===== config.mk =====
export PLATFORM = sky130hd
export DESIGN_NAME = png_stored_rgb_encoder
export DESIGN_NICKNAME = d
export VERILOG_FILES = /design/src/hw/rtl/pse_pkg.sv /design/src/hw/rtl/pse_front.sv /design/src/hw/rtl/pse_back.sv /design/src/hw/rtl/png_stored_rgb_encoder.sv
export SDC_FILE = /design/constraint.sdc
export NUM_CORES = 1
export LEC_CHECK = 0
export BUFFER_PORTS_ARGS = -buffer_cell sky130_fd_sc_hd__clkbuf_2
export CAP_MARGIN = 5
export CORE_UTILIZATION = 55
export CTS_CLUSTER_SIZE = 25
export DETAILED_ROUTE_END_ITERATION = 16
export PLACE_DENSITY_LB_ADDON = 0.25
export SLEW_MARGIN = 20
export SYNTH_ARGS = -nofsm -noshare
export SYNTH_HDL_FRONTEND = slang
export SYNTH_SLANG_ARGS = --single-unit

===== constraint.sdc =====
create_clock -name clk -period 14.3 [get_ports clk]
set_input_delay 1.43 -clock clk [delete_from_list [all_inputs] [get_ports clk]]
set_output_delay 1.43 -clock clk [all_outputs]
set_load 0.005 [all_outputs]

===== src/hw/rtl/pse_pkg.sv =====
// ----------------------------------------------------------------------------
// pse_pkg
// Types, constants and helper functions of the PNG stored RGB encoder.
// ----------------------------------------------------------------------------
package pse_pkg;

  localparam int unsigned MaxWidth  = 21844;
  localparam int unsigned MaxHeight = 16384;

  localparam logic [31:0] CRC_POLY  = 32'hEDB88320;
  localparam logic [31:0] CRC_SEED  = 32'hFFFFFFFF;
  localparam logic [16:0] ADLER_MOD = 17'd65521;

  localparam logic [7:0] PNG_SIG [0:7] = '{8'd137, 8'd80, 8'd78, 8'd71,
                                           8'd13, 8'd10, 8'd26, 8'd10};
  localparam logic [31:0] TYPE_IHDR = 32'h49484452;
  localparam logic [31:0] TYPE_IDAT = 32'h49444154;
  localparam logic [31:0] TYPE_IEND = 32'h49454E44;
  localparam logic [7:0]  ZLIB_CMF  = 8'h78;
  localparam logic [7:0]  ZLIB_FLG  = 8'h01;
  localparam logic [7:0]  IHDR_LEN  = 8'd13;
  localparam logic [7:0]  BIT_DEPTH = 8'd8;
  localparam logic [7:0]  COL_TYPE  = 8'd2;

  localparam logic [1:0] REG_WIDTH  = 2'd0;
  localparam logic [1:0] REG_HEIGHT = 2'd1;

  // last byte index of the header, row-header and trailer phases
  localparam logic [5:0] HDR_LAST  = 6'd42;
  localparam logic [5:0] ROWH_LAST = 6'd5;
  localparam logic [5:0] TRL_LAST  = 6'd19;

  typedef enum logic [1:0] {
    PH_HDR,
    PH_ROWH,
    PH_PIX,
    PH_TRL
  } phase_t;

  typedef struct packed {
    logic [7:0] pixel;
    logic       hdr;
    logic       row_start;
    logic       last_row;
    logic       img_end;
  } item_t;

  typedef struct packed {
    logic [14:0] eff_w;
    logic [14:0] eff_h;
    logic [15:0] stride;
    logic [31:0] idat_len;
  } geom_t;

  function automatic logic [7:0] byte_sel(input logic [31:0] v, input logic [1:0] k);
    logic [7:0] b;
    unique case (k)
      2'd0: b = v[31:24];
      2'd1: b = v[23:16];
      2'd2: b = v[15:8];
      2'd3: b = v[7:0];
    endcase
    return b;
  endfunction

  function automatic logic [31:0] crc_byte(input logic [31:0] c, input logic [7:0] b);
    logic [31:0] v;
    v = c ^ {24'd0, b};
    for (int i = 0; i < 8; i++) begin
      v = v[0] ? (CRC_POLY ^ (v >> 1)) : (v >> 1);
    end
    return v;
  endfunction

endpackage


===== src/hw/rtl/pse_front.sv =====
// ----------------------------------------------------------------------------
// pse_front
// Holds the image geometry, takes pixel items, tags each with its row and
// file position and queues it for the byte sequencer.
// ----------------------------------------------------------------------------
module pse_front
  import pse_pkg::*;
(
  input  logic        clk,
  input  logic        rst_n,
  input  logic        cfg_valid,
  output logic        cfg_ready,
  input  logic [1:0]  cfg_index,
  input  logic [14:0] cfg_data,
  input  logic        in_valid,
  output logic        in_ready,
  input  logic [7:0]  in_pixel_byte,
  output logic        head_valid,
  output item_t       head,
  input  logic        head_pop,
  output geom_t       geom
);

  logic [14:0] width_r, height_r;
  logic [14:0] eff_w, eff_h;
  logic [15:0] row_bytes;
  logic [31:0] idat_len_r;
  logic [15:0] bir_r, bir_nxt, bir_inc;
  logic [13:0] row_r, row_nxt;
  logic        hdr_sent_r, hdr_sent_nxt;
  logic        last_row, row_end, accept;
  item_t       entry;

  item_t       q_r [2];
  logic        wp_r, rp_r;
  logic [1:0]  cnt_r;

  assign cfg_ready = 1'b1;

  always_ff @(posedge clk) begin
    if (!rst_n) begin
      width_r  <= 15'd1;
      height_r <= 15'd1;
    end else if (cfg_valid) begin
      if (cfg_index == REG_WIDTH)  width_r  <= cfg_data;
      if (cfg_index == REG_HEIGHT) height_r <= cfg_data;
    end
  end

  always_comb begin
    if (width_r == '0)                     eff_w = 15'd1;
    else if (width_r > 15'(MaxWidth))      eff_w = 15'(MaxWidth);
    else                                   eff_w = width_r;
    if (height_r == '0)                    eff_h = 15'd1;
    else if (height_r > 15'(MaxHeight))    eff_h = 15'(MaxHeight);
    else                                   eff_h = height_r;
  end

  assign row_bytes = 16'({1'b0, eff_w} + {eff_w, 1'b0});

  // 6 + h * (3w + 6): zlib header, Adler, and per row 5 + stride
  always_ff @(posedge clk) begin
    idat_len_r <= 32'd6 + 32'(eff_h) * (32'(row_bytes) + 32'd6);
  end

  assign geom.eff_w    = eff_w;
  assign geom.eff_h    = eff_h;
  assign geom.stride   = row_bytes + 16'd1;
  assign geom.idat_len = idat_len_r;

  assign bir_inc  = bir_r + 16'd1;
  assign last_row = ({1'b0, row_r} + 15'd1) >= eff_h;
  assign row_end  = bir_inc >= row_bytes;
  assign in_ready = cnt_r != 2'd2;
  assign accept   = in_valid && in_ready;

  assign entry.pixel     = in_pixel_byte;
  assign entry.hdr       = !hdr_sent_r;
  assign entry.row_start = bir_r == '0;
  assign entry.last_row  = last_row;
  assign entry.img_end   = row_end && last_row;

  always_comb begin
    bir_nxt      = bir_r;
    row_nxt      = row_r;
    hdr_sent_nxt = hdr_sent_r;
    if (accept) begin
      hdr_sent_nxt = 1'b1;
      bir_nxt      = bir_inc;
      if (row_end) begin
        bir_nxt = '0;
        if (last_row) begin
          row_nxt      = '0;
          hdr_sent_nxt = 1'b0;
        end else begin
          row_nxt = row_r + 14'd1;
        end
      end
    end
  end

  always_ff @(posedge clk) begin
    if (!rst_n) begin
      bir_r      <= '0;
      row_r      <= '0;
      hdr_sent_r <= 1'b0;
    end else begin
      bir_r      <= bir_nxt;
      row_r      <= row_nxt;
      hdr_sent_r <= hdr_sent_nxt;
    end
  end

  always_ff @(posedge clk) begin
    if (accept) q_r[wp_r] <= entry;
  end

  always_ff @(posedge clk) begin
    if (!rst_n) begin
      wp_r  <= 1'b0;
      rp_r  <= 1'b0;
      cnt_r <= '0;
    end else begin
      if (accept)   wp_r <= !wp_r;
      if (head_pop) rp_r <= !rp_r;
      cnt_r <= cnt_r + {1'b0, accept} - {1'b0, head_pop};
    end
  end

  assign head_valid = cnt_r != '0;
  assign head       = q_r[rp_r];

endmodule


===== src/hw/rtl/pse_back.sv =====
// ----------------------------------------------------------------------------
// pse_back
// Byte sequencer: expands each queued item into PNG stream bytes, one a
// cycle while not stalled, keeping the chunk CRC and the Adler-32 sums.
// ----------------------------------------------------------------------------
module pse_back
  import pse_pkg::*;
(
  input  logic        clk,
  input  logic        rst_n,
  input  logic        head_valid,
  input  item_t       head,
  output logic        head_pop,
  input  geom_t       geom,
  output logic        out_valid,
  input  logic        out_ready,
  output logic [7:0]  out_byte,
  output logic        out_run_last,
  output logic        out_file_end
);

  phase_t      phase_r, phase_nxt, cur_ph;
  logic [5:0]  idx_r, idx_nxt, cur_idx, k;
  logic        started_r, started_nxt;
  logic [31:0] crc_r, crc_nxt, crc_base, crc_out;
  logic [15:0] lo_r, hi_r, lo_nxt, hi_nxt;
  logic [16:0] lo_s, hi_s, lo_m;
  logic        out_valid_r, run_last_r, file_end_r;
  logic [7:0]  out_byte_r, byte_v;
  logic        feed, init, scan, done, fend, load;

  assign cur_ph  = started_r ? phase_r : (head.hdr ? PH_HDR :
                   (head.row_start ? PH_ROWH : PH_PIX));
  assign cur_idx = started_r ? idx_r : '0;
  assign crc_out = crc_r ^ CRC_SEED;
  assign load    = head_valid && (!out_valid_r || out_ready);

  always_comb begin
    byte_v = '0;
    feed   = 1'b1;
    init   = 1'b0;
    scan   = 1'b0;
    k      = '0;
    unique case (cur_ph)
      PH_HDR: begin
        if (cur_idx < 6'd8) begin
          byte_v = PNG_SIG[cur_idx[2:0]];
          feed   = 1'b0;
        end else if (cur_idx < 6'd12) begin
          byte_v = (cur_idx == 6'd11) ? IHDR_LEN : 8'd0;
          feed   = 1'b0;
        end else if (cur_idx < 6'd16) begin
          byte_v = byte_sel(TYPE_IHDR, cur_idx[1:0]);
          init   = cur_idx == 6'd12;
        end else if (cur_idx < 6'd20) begin
          byte_v = byte_sel({17'd0, geom.eff_w}, cur_idx[1:0]);
        end else if (cur_idx < 6'd24) begin
          byte_v = byte_sel({17'd0, geom.eff_h}, cur_idx[1:0]);
        end else if (cur_idx == 6'd24) begin
          byte_v = BIT_DEPTH;
        end else if (cur_idx == 6'd25) begin
          byte_v = COL_TYPE;
        end else if (cur_idx < 6'd29) begin
          byte_v = 8'd0;
        end else if (cur_idx < 6'd33) begin
          k      = cur_idx - 6'd29;
          byte_v = byte_sel(crc_out, k[1:0]);
          feed   = 1'b0;
        end else if (cur_idx < 6'd37) begin
          k      = cur_idx - 6'd33;
          byte_v = byte_sel(geom.idat_len, k[1:0]);
          feed   = 1'b0;
        end else if (cur_idx < 6'd41) begin
          k      = cur_idx - 6'd37;
          byte_v = byte_sel(TYPE_IDAT, k[1:0]);
          init   = cur_idx == 6'd37;
        end else if (cur_idx == 6'd41) begin
          byte_v = ZLIB_CMF;
        end else begin
          byte_v = ZLIB_FLG;
        end
      end
      PH_ROWH: begin
        unique case (cur_idx[2:0])
          3'd0:    byte_v = {7'd0, head.last_row};
          3'd1:    byte_v = geom.stride[7:0];
          3'd2:    byte_v = geom.stride[15:8];
          3'd3:    byte_v = ~geom.stride[7:0];
          3'd4:    byte_v = ~geom.stride[15:8];
          default: begin
            byte_v = 8'd0;
            scan   = 1'b1;
          end
        endcase
      end
      PH_PIX: begin
        byte_v = head.pixel;
        scan   = 1'b1;
      end
      PH_TRL: begin
        if (cur_idx < 6'd4) begin
          byte_v = byte_sel({hi_r, lo_r}, cur_idx[1:0]);
        end else if (cur_idx < 6'd8) begin
          byte_v = byte_sel(crc_out, cur_idx[1:0]);
          feed   = 1'b0;
        end else if (cur_idx < 6'd12) begin
          byte_v = 8'd0;
          feed   = 1'b0;
        end else if (cur_idx < 6'd16) begin
          byte_v = byte_sel(TYPE_IEND, cur_idx[1:0]);
          init   = cur_idx == 6'd12;
        end else begin
          byte_v = byte_sel(crc_out, cur_idx[1:0]);
          feed   = 1'b0;
        end
      end
    endcase
  end

  // sequencing across phases
  always_comb begin
    phase_nxt   = cur_ph;
    idx_nxt     = cur_idx + 6'd1;
    started_nxt = 1'b1;
    done        = 1'b0;
    fend        = 1'b0;
    unique case (cur_ph)
      PH_HDR: if (cur_idx == HDR_LAST) begin
        phase_nxt = head.row_start ? PH_ROWH : PH_PIX;
        idx_nxt   = '0;
      end
      PH_ROWH: if (cur_idx == ROWH_LAST) begin
        phase_nxt = PH_PIX;
        idx_nxt   = '0;
      end
      PH_PIX: begin
        phase_nxt = PH_TRL;
        idx_nxt   = '0;
        done      = !head.img_end;
      end
      PH_TRL: if (cur_idx == TRL_LAST) begin
        done = 1'b1;
        fend = 1'b1;
      end
    endcase
    if (done) started_nxt = 1'b0;
  end

  assign head_pop = load && done;

  assign crc_base = init ? CRC_SEED : crc_r;
  assign crc_nxt  = feed ? crc_byte(crc_base, byte_v) : crc_base;

  always_comb begin
    lo_s = {1'b0, lo_r} + {9'd0, byte_v};
    lo_m = (lo_s >= ADLER_MOD) ? lo_s - ADLER_MOD : lo_s;
    hi_s = {1'b0, hi_r} + lo_m;
    lo_nxt = lo_r;
    hi_nxt = hi_r;
    if (scan) begin
      lo_nxt = lo_m[15:0];
      hi_nxt = (hi_s >= ADLER_MOD) ? 16'(hi_s - ADLER_MOD) : hi_s[15:0];
    end
    if (fend) begin
      lo_nxt = 16'd1;
      hi_nxt = 16'd0;
    end
  end

  always_ff @(posedge clk) begin
    if (!rst_n) begin
      phase_r     <= PH_HDR;
      idx_r       <= '0;
      started_r   <= 1'b0;
      crc_r       <= CRC_SEED;
      lo_r        <= 16'd1;
      hi_r        <= 16'd0;
      out_valid_r <= 1'b0;
    end else begin
      if (load) begin
        phase_r   <= phase_nxt;
        idx_r     <= idx_nxt;
        started_r <= started_nxt;
        crc_r     <= crc_nxt;
        lo_r      <= lo_nxt;
        hi_r      <= hi_nxt;
      end
      if (load)           out_valid_r <= 1'b1;
      else if (out_ready) out_valid_r <= 1'b0;
    end
  end

  always_ff @(posedge clk) begin
    if (load) begin
      out_byte_r <= byte_v;
      run_last_r <= done;
      file_end_r <= fend;
    end
  end

  assign out_valid    = out_valid_r;
  assign out_byte     = out_byte_r;
  assign out_run_last = run_last_r;
  assign out_file_end = file_end_r;

endmodule


===== src/hw/rtl/png_stored_rgb_encoder.sv =====
// ----------------------------------------------------------------------------
// png_stored_rgb_encoder
// RGB8 pixel bytes in, complete PNG file out (stored deflate, one block
// per scanline).
// ----------------------------------------------------------------------------
//  channel | direction | payload
//  cfg     | in        | cfg_index (0 width, 1 height), cfg_data
//  in      | in        | in_pixel_byte
//  out     | out       | out_byte, out_run_last, out_file_end
//
//  One byte per cycle from the sequencer unless stalled; an item gives 1 byte,
//  7 at a row start, 43 more on the first item of a file, 20 more at the end.
//  A two-entry queue lets items be taken while the sequencer drains.
//  Synchronous active-low reset; no clearing pass. Both sides stall freely.
// ----------------------------------------------------------------------------
module png_stored_rgb_encoder
  import pse_pkg::*;
(
  input  logic        clk,
  input  logic        rst_n,
  input  logic        cfg_valid,
  output logic        cfg_ready,
  input  logic [1:0]  cfg_index,
  input  logic [14:0] cfg_data,
  input  logic        in_valid,
  output logic        in_ready,
  input  logic [7:0]  in_pixel_byte,
  output logic        out_valid,
  input  logic        out_ready,
  output logic [7:0]  out_byte,
  output logic        out_run_last,
  output logic        out_file_end
);

  logic  head_valid, head_pop;
  item_t head;
  geom_t geom;

  pse_front u_front (
    .clk           (clk),
    .rst_n         (rst_n),
    .cfg_valid     (cfg_valid),
    .cfg_ready     (cfg_ready),
    .cfg_index     (cfg_index),
    .cfg_data      (cfg_data),
    .in_valid      (in_valid),
    .in_ready      (in_ready),
    .in_pixel_byte (in_pixel_byte),
    .head_valid    (head_valid),
    .head          (head),
    .head_pop      (head_pop),
    .geom          (geom)
  );

  pse_back u_back (
    .clk          (clk),
    .rst_n        (rst_n),
    .head_valid   (head_valid),
    .head         (head),
    .head_pop     (head_pop),
    .geom         (geom),
    .out_valid    (out_valid),
    .out_ready    (out_ready),
    .out_byte     (out_byte),
    .out_run_last (out_run_last),
    .out_file_end (out_file_end)
  );

endmodule


==> metrics.log <==
[metrics] worst setup path startpoint: u_front.width_r[14]
[metrics] clock tree from TritonCTS: built
[metrics] Overflow after GRT: 0
[metrics] number of antenna violations at the first check in global routing: 1
[metrics] outcome: complete, no violations
[metrics] post-synthesis share of cell area spent on xor and xnor gates: 7.92%
[metrics] most prevalent standard cell on the critical path: sky130_fd_sc_hd__a21boi_0
[metrics] remaining routing DRC violations: 0
[metrics] area delta synth->final: 6.85%
[metrics] cell with the largest stage delay on the worst path: sky130_fd_sc_hd__a2bb2oi_1
[metrics] worst min path class: reg2reg
[metrics] Die X-Extent: 208 um
[metrics] data arrival time of the worst path: 13.47 ns
[metrics] Max-Slew Margin vs Limit: 18.0%
[metrics] nets in the synthesized netlist: 3287
[metrics] hold bufs inserted after CTS: 0
[metrics] power density relative to cell area: 111 nW/um^2
[metrics] share of the clock period used by the worst path after layout: 90.8%
[metrics] H-Tree Depth: 1
[metrics] adder-cell area share of the yosys netlist: 26.9%
[metrics] critical path fanouts, max: 11
[metrics] Worst Skew: 0.0397 ns
[metrics] Placed Area: 24100 um^2
[metrics] Worst R2R Path Depth: 43
[metrics] Detailed Route WL: 73.8 mm
[metrics] register area share after synthesis: 19.1%
[metrics] total area of sequential cells: 4470 um^2
[metrics] largest net degree at the start of global routing: 76
[metrics] setup violators final: 0
[metrics] worst setup path class: reg2reg
[metrics] setup repair after global routing missed its margin: false
[metrics] number of search-and-repair iterations in the first detailed-routing pass: 8
[metrics] Critical Path End: u_back.hi_r[12]
[metrics] I/O pin count: 43
[metrics] average cell area after synthesis: 8.15 um^2
[metrics] Filler Cell Count: 3748
[metrics] worst reg2reg setup slack: 1.31 ns
[metrics] Final Hold Fails: 0
[metrics] number of enable flip-flop cells after synthesis: 34
[metrics] first-pass GRT wire length: 117 mm
[metrics] dominant combinational cell family by area after synthesis: adder cells
[metrics] top-count cell post-synth: sky130_fd_sc_hd__nand2_1
[metrics] required time of the critical path: 14.78 ns
[metrics] total non-filler cell area in the finished layout: 25000 um^2
[metrics] gate family responsible for the most delay along the worst path: compound AO/OA/AOI/OAI gates
[metrics] total buffers and inverters traversed by the critical path: 0
[metrics] start of the worst register-to-register path: u_front.width_r[14]
[metrics] Core Box Area: 41900 um^2
[metrics] transition at the pin with the smallest max-transition slack: 1.22 ns
[metrics] startpoint type of the worst setup path: flip-flop
[metrics] placement row count: 75
[metrics] largest stage delay on the critical path: 0.66 ns
[metrics] Primary FF master, synth: sky130_fd_sc_hd__dfxtp_1
[metrics] layout cell share with drive strength beyond 1: 7.13%
[metrics] DR iter-0 viols: 2295
[metrics] worst supply voltage drop on vdd: 0.000138 V
[metrics] synthesized-area fraction occupied by ao, oa, aoi and oai cells: 17.3%
[metrics] post-synthesis share of cell area spent on and, or, nand and nor gates: 19.9%
[metrics] number of vias per cell after detailed routing: 6.31
[metrics] share of the synthesized area in the top cell type: 16.9%
[metrics] gate count of the mapped netlist: 2872
[metrics] critical path depth in cells: 43
[metrics] Root Buffer Master: sky130_fd_sc_hd__clkbuf_16
[metrics] latest clock arrival within the worst-skew pair: 0.59 ns
[metrics] TritonCTS Buffers: 26
[metrics] port buffer count: 41
[metrics] max-cap violation count: 0
[metrics] R2R Path End: u_back.hi_r[12]
[metrics] synth warn: 0
[metrics] CP Capture Type: flip-flop
[metrics] number of different library cells in the post-synthesis netlist: 100
[metrics] area of the die: 43400 um^2
[metrics] via total after detailed routing: 21450
[metrics] largest cells by area after synthesis: sky130_fd_sc_hd__fa_1 17%, sky130_fd_sc_hd__dfxtp_1 15%, sky130_fd_sc_hd__ha_1 10%
[metrics] time the final worst path needs with I/O delays and setup: 12.99 ns
[metrics] chip height: 208 um
[metrics] number of nets in the finished design: 3258
[metrics] overall track demand over capacity in global routing: 34.3%
[metrics] number of register bits inferred by synthesis: 206
[metrics] remaining antenna violation count: 0
[metrics] antenna diode count: 0
[metrics] cell type contributing the most total cell area after synthesis: sky130_fd_sc_hd__fa_1
[metrics] largest buffer count on any clock path: 3
[metrics] Final TNS setup: 0 ns
[metrics] routed length per placed instance: 21.7 um
[metrics] async set or reset register ratio after synthesis: 0%
[metrics] Max Slew Vio Count: 0
[metrics] multi-input logic area: 17300 um^2
[metrics] post-CTS clock slew at the launch and capture registers of the worst setup and hold paths: 0.06 ns
[metrics] Highest Clock Rate: 77.0 MHz
[metrics] Initial Util: 55.8%
[metrics] overall power consumption: 2.77 mW
[metrics] global placement routability congestion: 0.988
[metrics] total number of clock tree sinks: 206
[metrics] Detailed Place HPWL: 56.5 mm
[metrics] total leakage power: 10.8 nW
[metrics] commonest cells in the netlist: 382 x sky130_fd_sc_hd__nand2_1, 288 x sky130_fd_sc_hd__inv_1, 272 x sky130_fd_sc_hd__nor2_1
[metrics] mux share of post-synthesis cell area: 1.82%
[metrics] vias in the first global route: 21072
[metrics] post-synthesis instance area: 23400 um^2
through the flow:
step	hold WS, ns	util (%)	setup slack [ns]	cells
6_report	0.481	59.6	1.31	3402
5_1_grt	0.500	59.6	0.0964	3402
4_1_cts	0.477	59.5	0.787	3399
3_5_place_dp	0.467	57.4	0.823	3351
3_3_place_gp	0.453	57.4	1.29	3351
2_1_floorplan	0.443	-	3.43	2872
placed cells by master, fill, tap and decap left out, types with 10 or more instances in the layout:
master,n
sky130_fd_sc_hd__nand2_1,382
sky130_fd_sc_hd__inv_1,287
sky130_fd_sc_hd__nor2_1,270
sky130_fd_sc_hd__fa_1,197
sky130_fd_sc_hd__ha_1,188
sky130_fd_sc_hd__dfxtp_1,171
sky130_fd_sc_hd__a21oi_1,156
sky130_fd_sc_hd__xnor2_1,137
sky130_fd_sc_hd__o21ai_0,107
sky130_fd_sc_hd__nand3_1,67
sky130_fd_sc_hd__buf_4,49
sky130_fd_sc_hd__xor2_1,47
sky130_fd_sc_hd__nor3_1,43
sky130_fd_sc_hd__a21o_1,41
sky130_fd_sc_hd__clkbuf_2,41
sky130_fd_sc_hd__and2_1,38
sky130_fd_sc_hd__o211ai_1,37
sky130_fd_sc_hd__edfxtp_1,34
sky130_fd_sc_hd__nor2b_1,33
sky130_fd_sc_hd__o22ai_1,30
sky130_fd_sc_hd__nand2b_1,28
sky130_fd_sc_hd__a22oi_1,27
sky130_fd_sc_hd__clkbuf_16,26
sky130_fd_sc_hd__nand4_1,22
sky130_fd_sc_hd__and3_1,21
sky130_fd_sc_hd__or3_1,21
sky130_fd_sc_hd__mux2i_1,20
sky130_fd_sc_hd__a222oi_1,20
sky130_fd_sc_hd__a211oi_1,18
sky130_fd_sc_hd__mux2_2,16
sky130_fd_sc_hd__nor4_1,15
sky130_fd_sc_hd__a31oi_1,15
sky130_fd_sc_hd__o21a_1,15
sky130_fd_sc_hd__or2_2,13
sky130_fd_sc_hd__a21boi_0,13
sky130_fd_sc_hd__o31ai_1,10
state kept, by name, summed over array words and instances, names as in the netlist, 14 cells and up, named ones only:
register / flops
u_back.hi_r: 16
u_front.bir_r: 16
u_back.crc_r: 32
u_back.lo_r: 16
u_front.height_r: 15
u_front.idat_len_r: 32
u_front.width_r: 15
u_front.row_r: 14
u_front.q_r: 24
how the worst min path moves through the flow:
stage,startpoint,end,depth (start not counted)
2_1_floorplan,u_front.hdr_sent_r,u_front.q_r[0][3],1
3_3_place_gp,u_front.height_r[6],u_front.height_r[6],2
3_5_place_dp,u_front.height_r[1],u_front.height_r[1],2
4_1_cts,u_front.height_r[1],u_front.height_r[1],2
5_1_grt,u_front.height_r[1],u_front.height_r[1],2
6_report,u_front.height_r[8],u_front.height_r[8],2
power breakdown:
group	leakage (nW)	switching, mW	internal [mW]
combinational	8.65	0.787	0.583
sequential	1.72	0.0605	0.669
clock	0.418	0.278	0.390
total	10.8	1.13	1.64
logic make-up after synthesis:
| kind of cell | after synthesis |
|---|---|
| AO/OA/AOI/OAI | 600 |
| adder cells (fa/ha/maj) | 385 |
| buffers and inverters | 440 |
| XOR/XNOR | 198 |
| other | 1 |
| multiplexers | 38 |
| AND/OR/NAND/NOR | 1004 |
| flip-flops | 206 |
final cells by class:
cell class / count / area share (%)
clock buffers: 30 / 2.66
multi-input cells: 2226 / 69.3
inverters: 293 / 4.40
repair buffers: 90 / 2.29
clock inverters: 18 / 0.761
well taps: 539 / 2.70
flip-flops and latches: 206 / 17.9
tightest hold or removal path, delay by kind of cell, from the launching register on:
family,cells,cell delay (ns)
DFF,1,0.32
and+or+nand+nor,1,0.06
AOI/OAI and AO/OA,1,0.05
routing by layer:
| metal | part of all wire, % | track usage [%] | up-vias |
|---|---|---|---|
| met5 | 0 | 0 | - |
| met4 | 4.1 | 13.0 | 0 |
| met3 | 10 | 6.13 | 214 |
| met2 | 45 | 54.8 | 1124 |
| met1 | 41 | 46.2 | 10403 |
| li1 | - | - | 9709 |
what timing repair did:
item	4_1_cts	5_1_grt
buffers inserted	0	3
gates resized for setup	0	6
endpoints found under the setup margin	0	16
hold endpoints to repair	0	0
(Power assumes the default switching activity.)
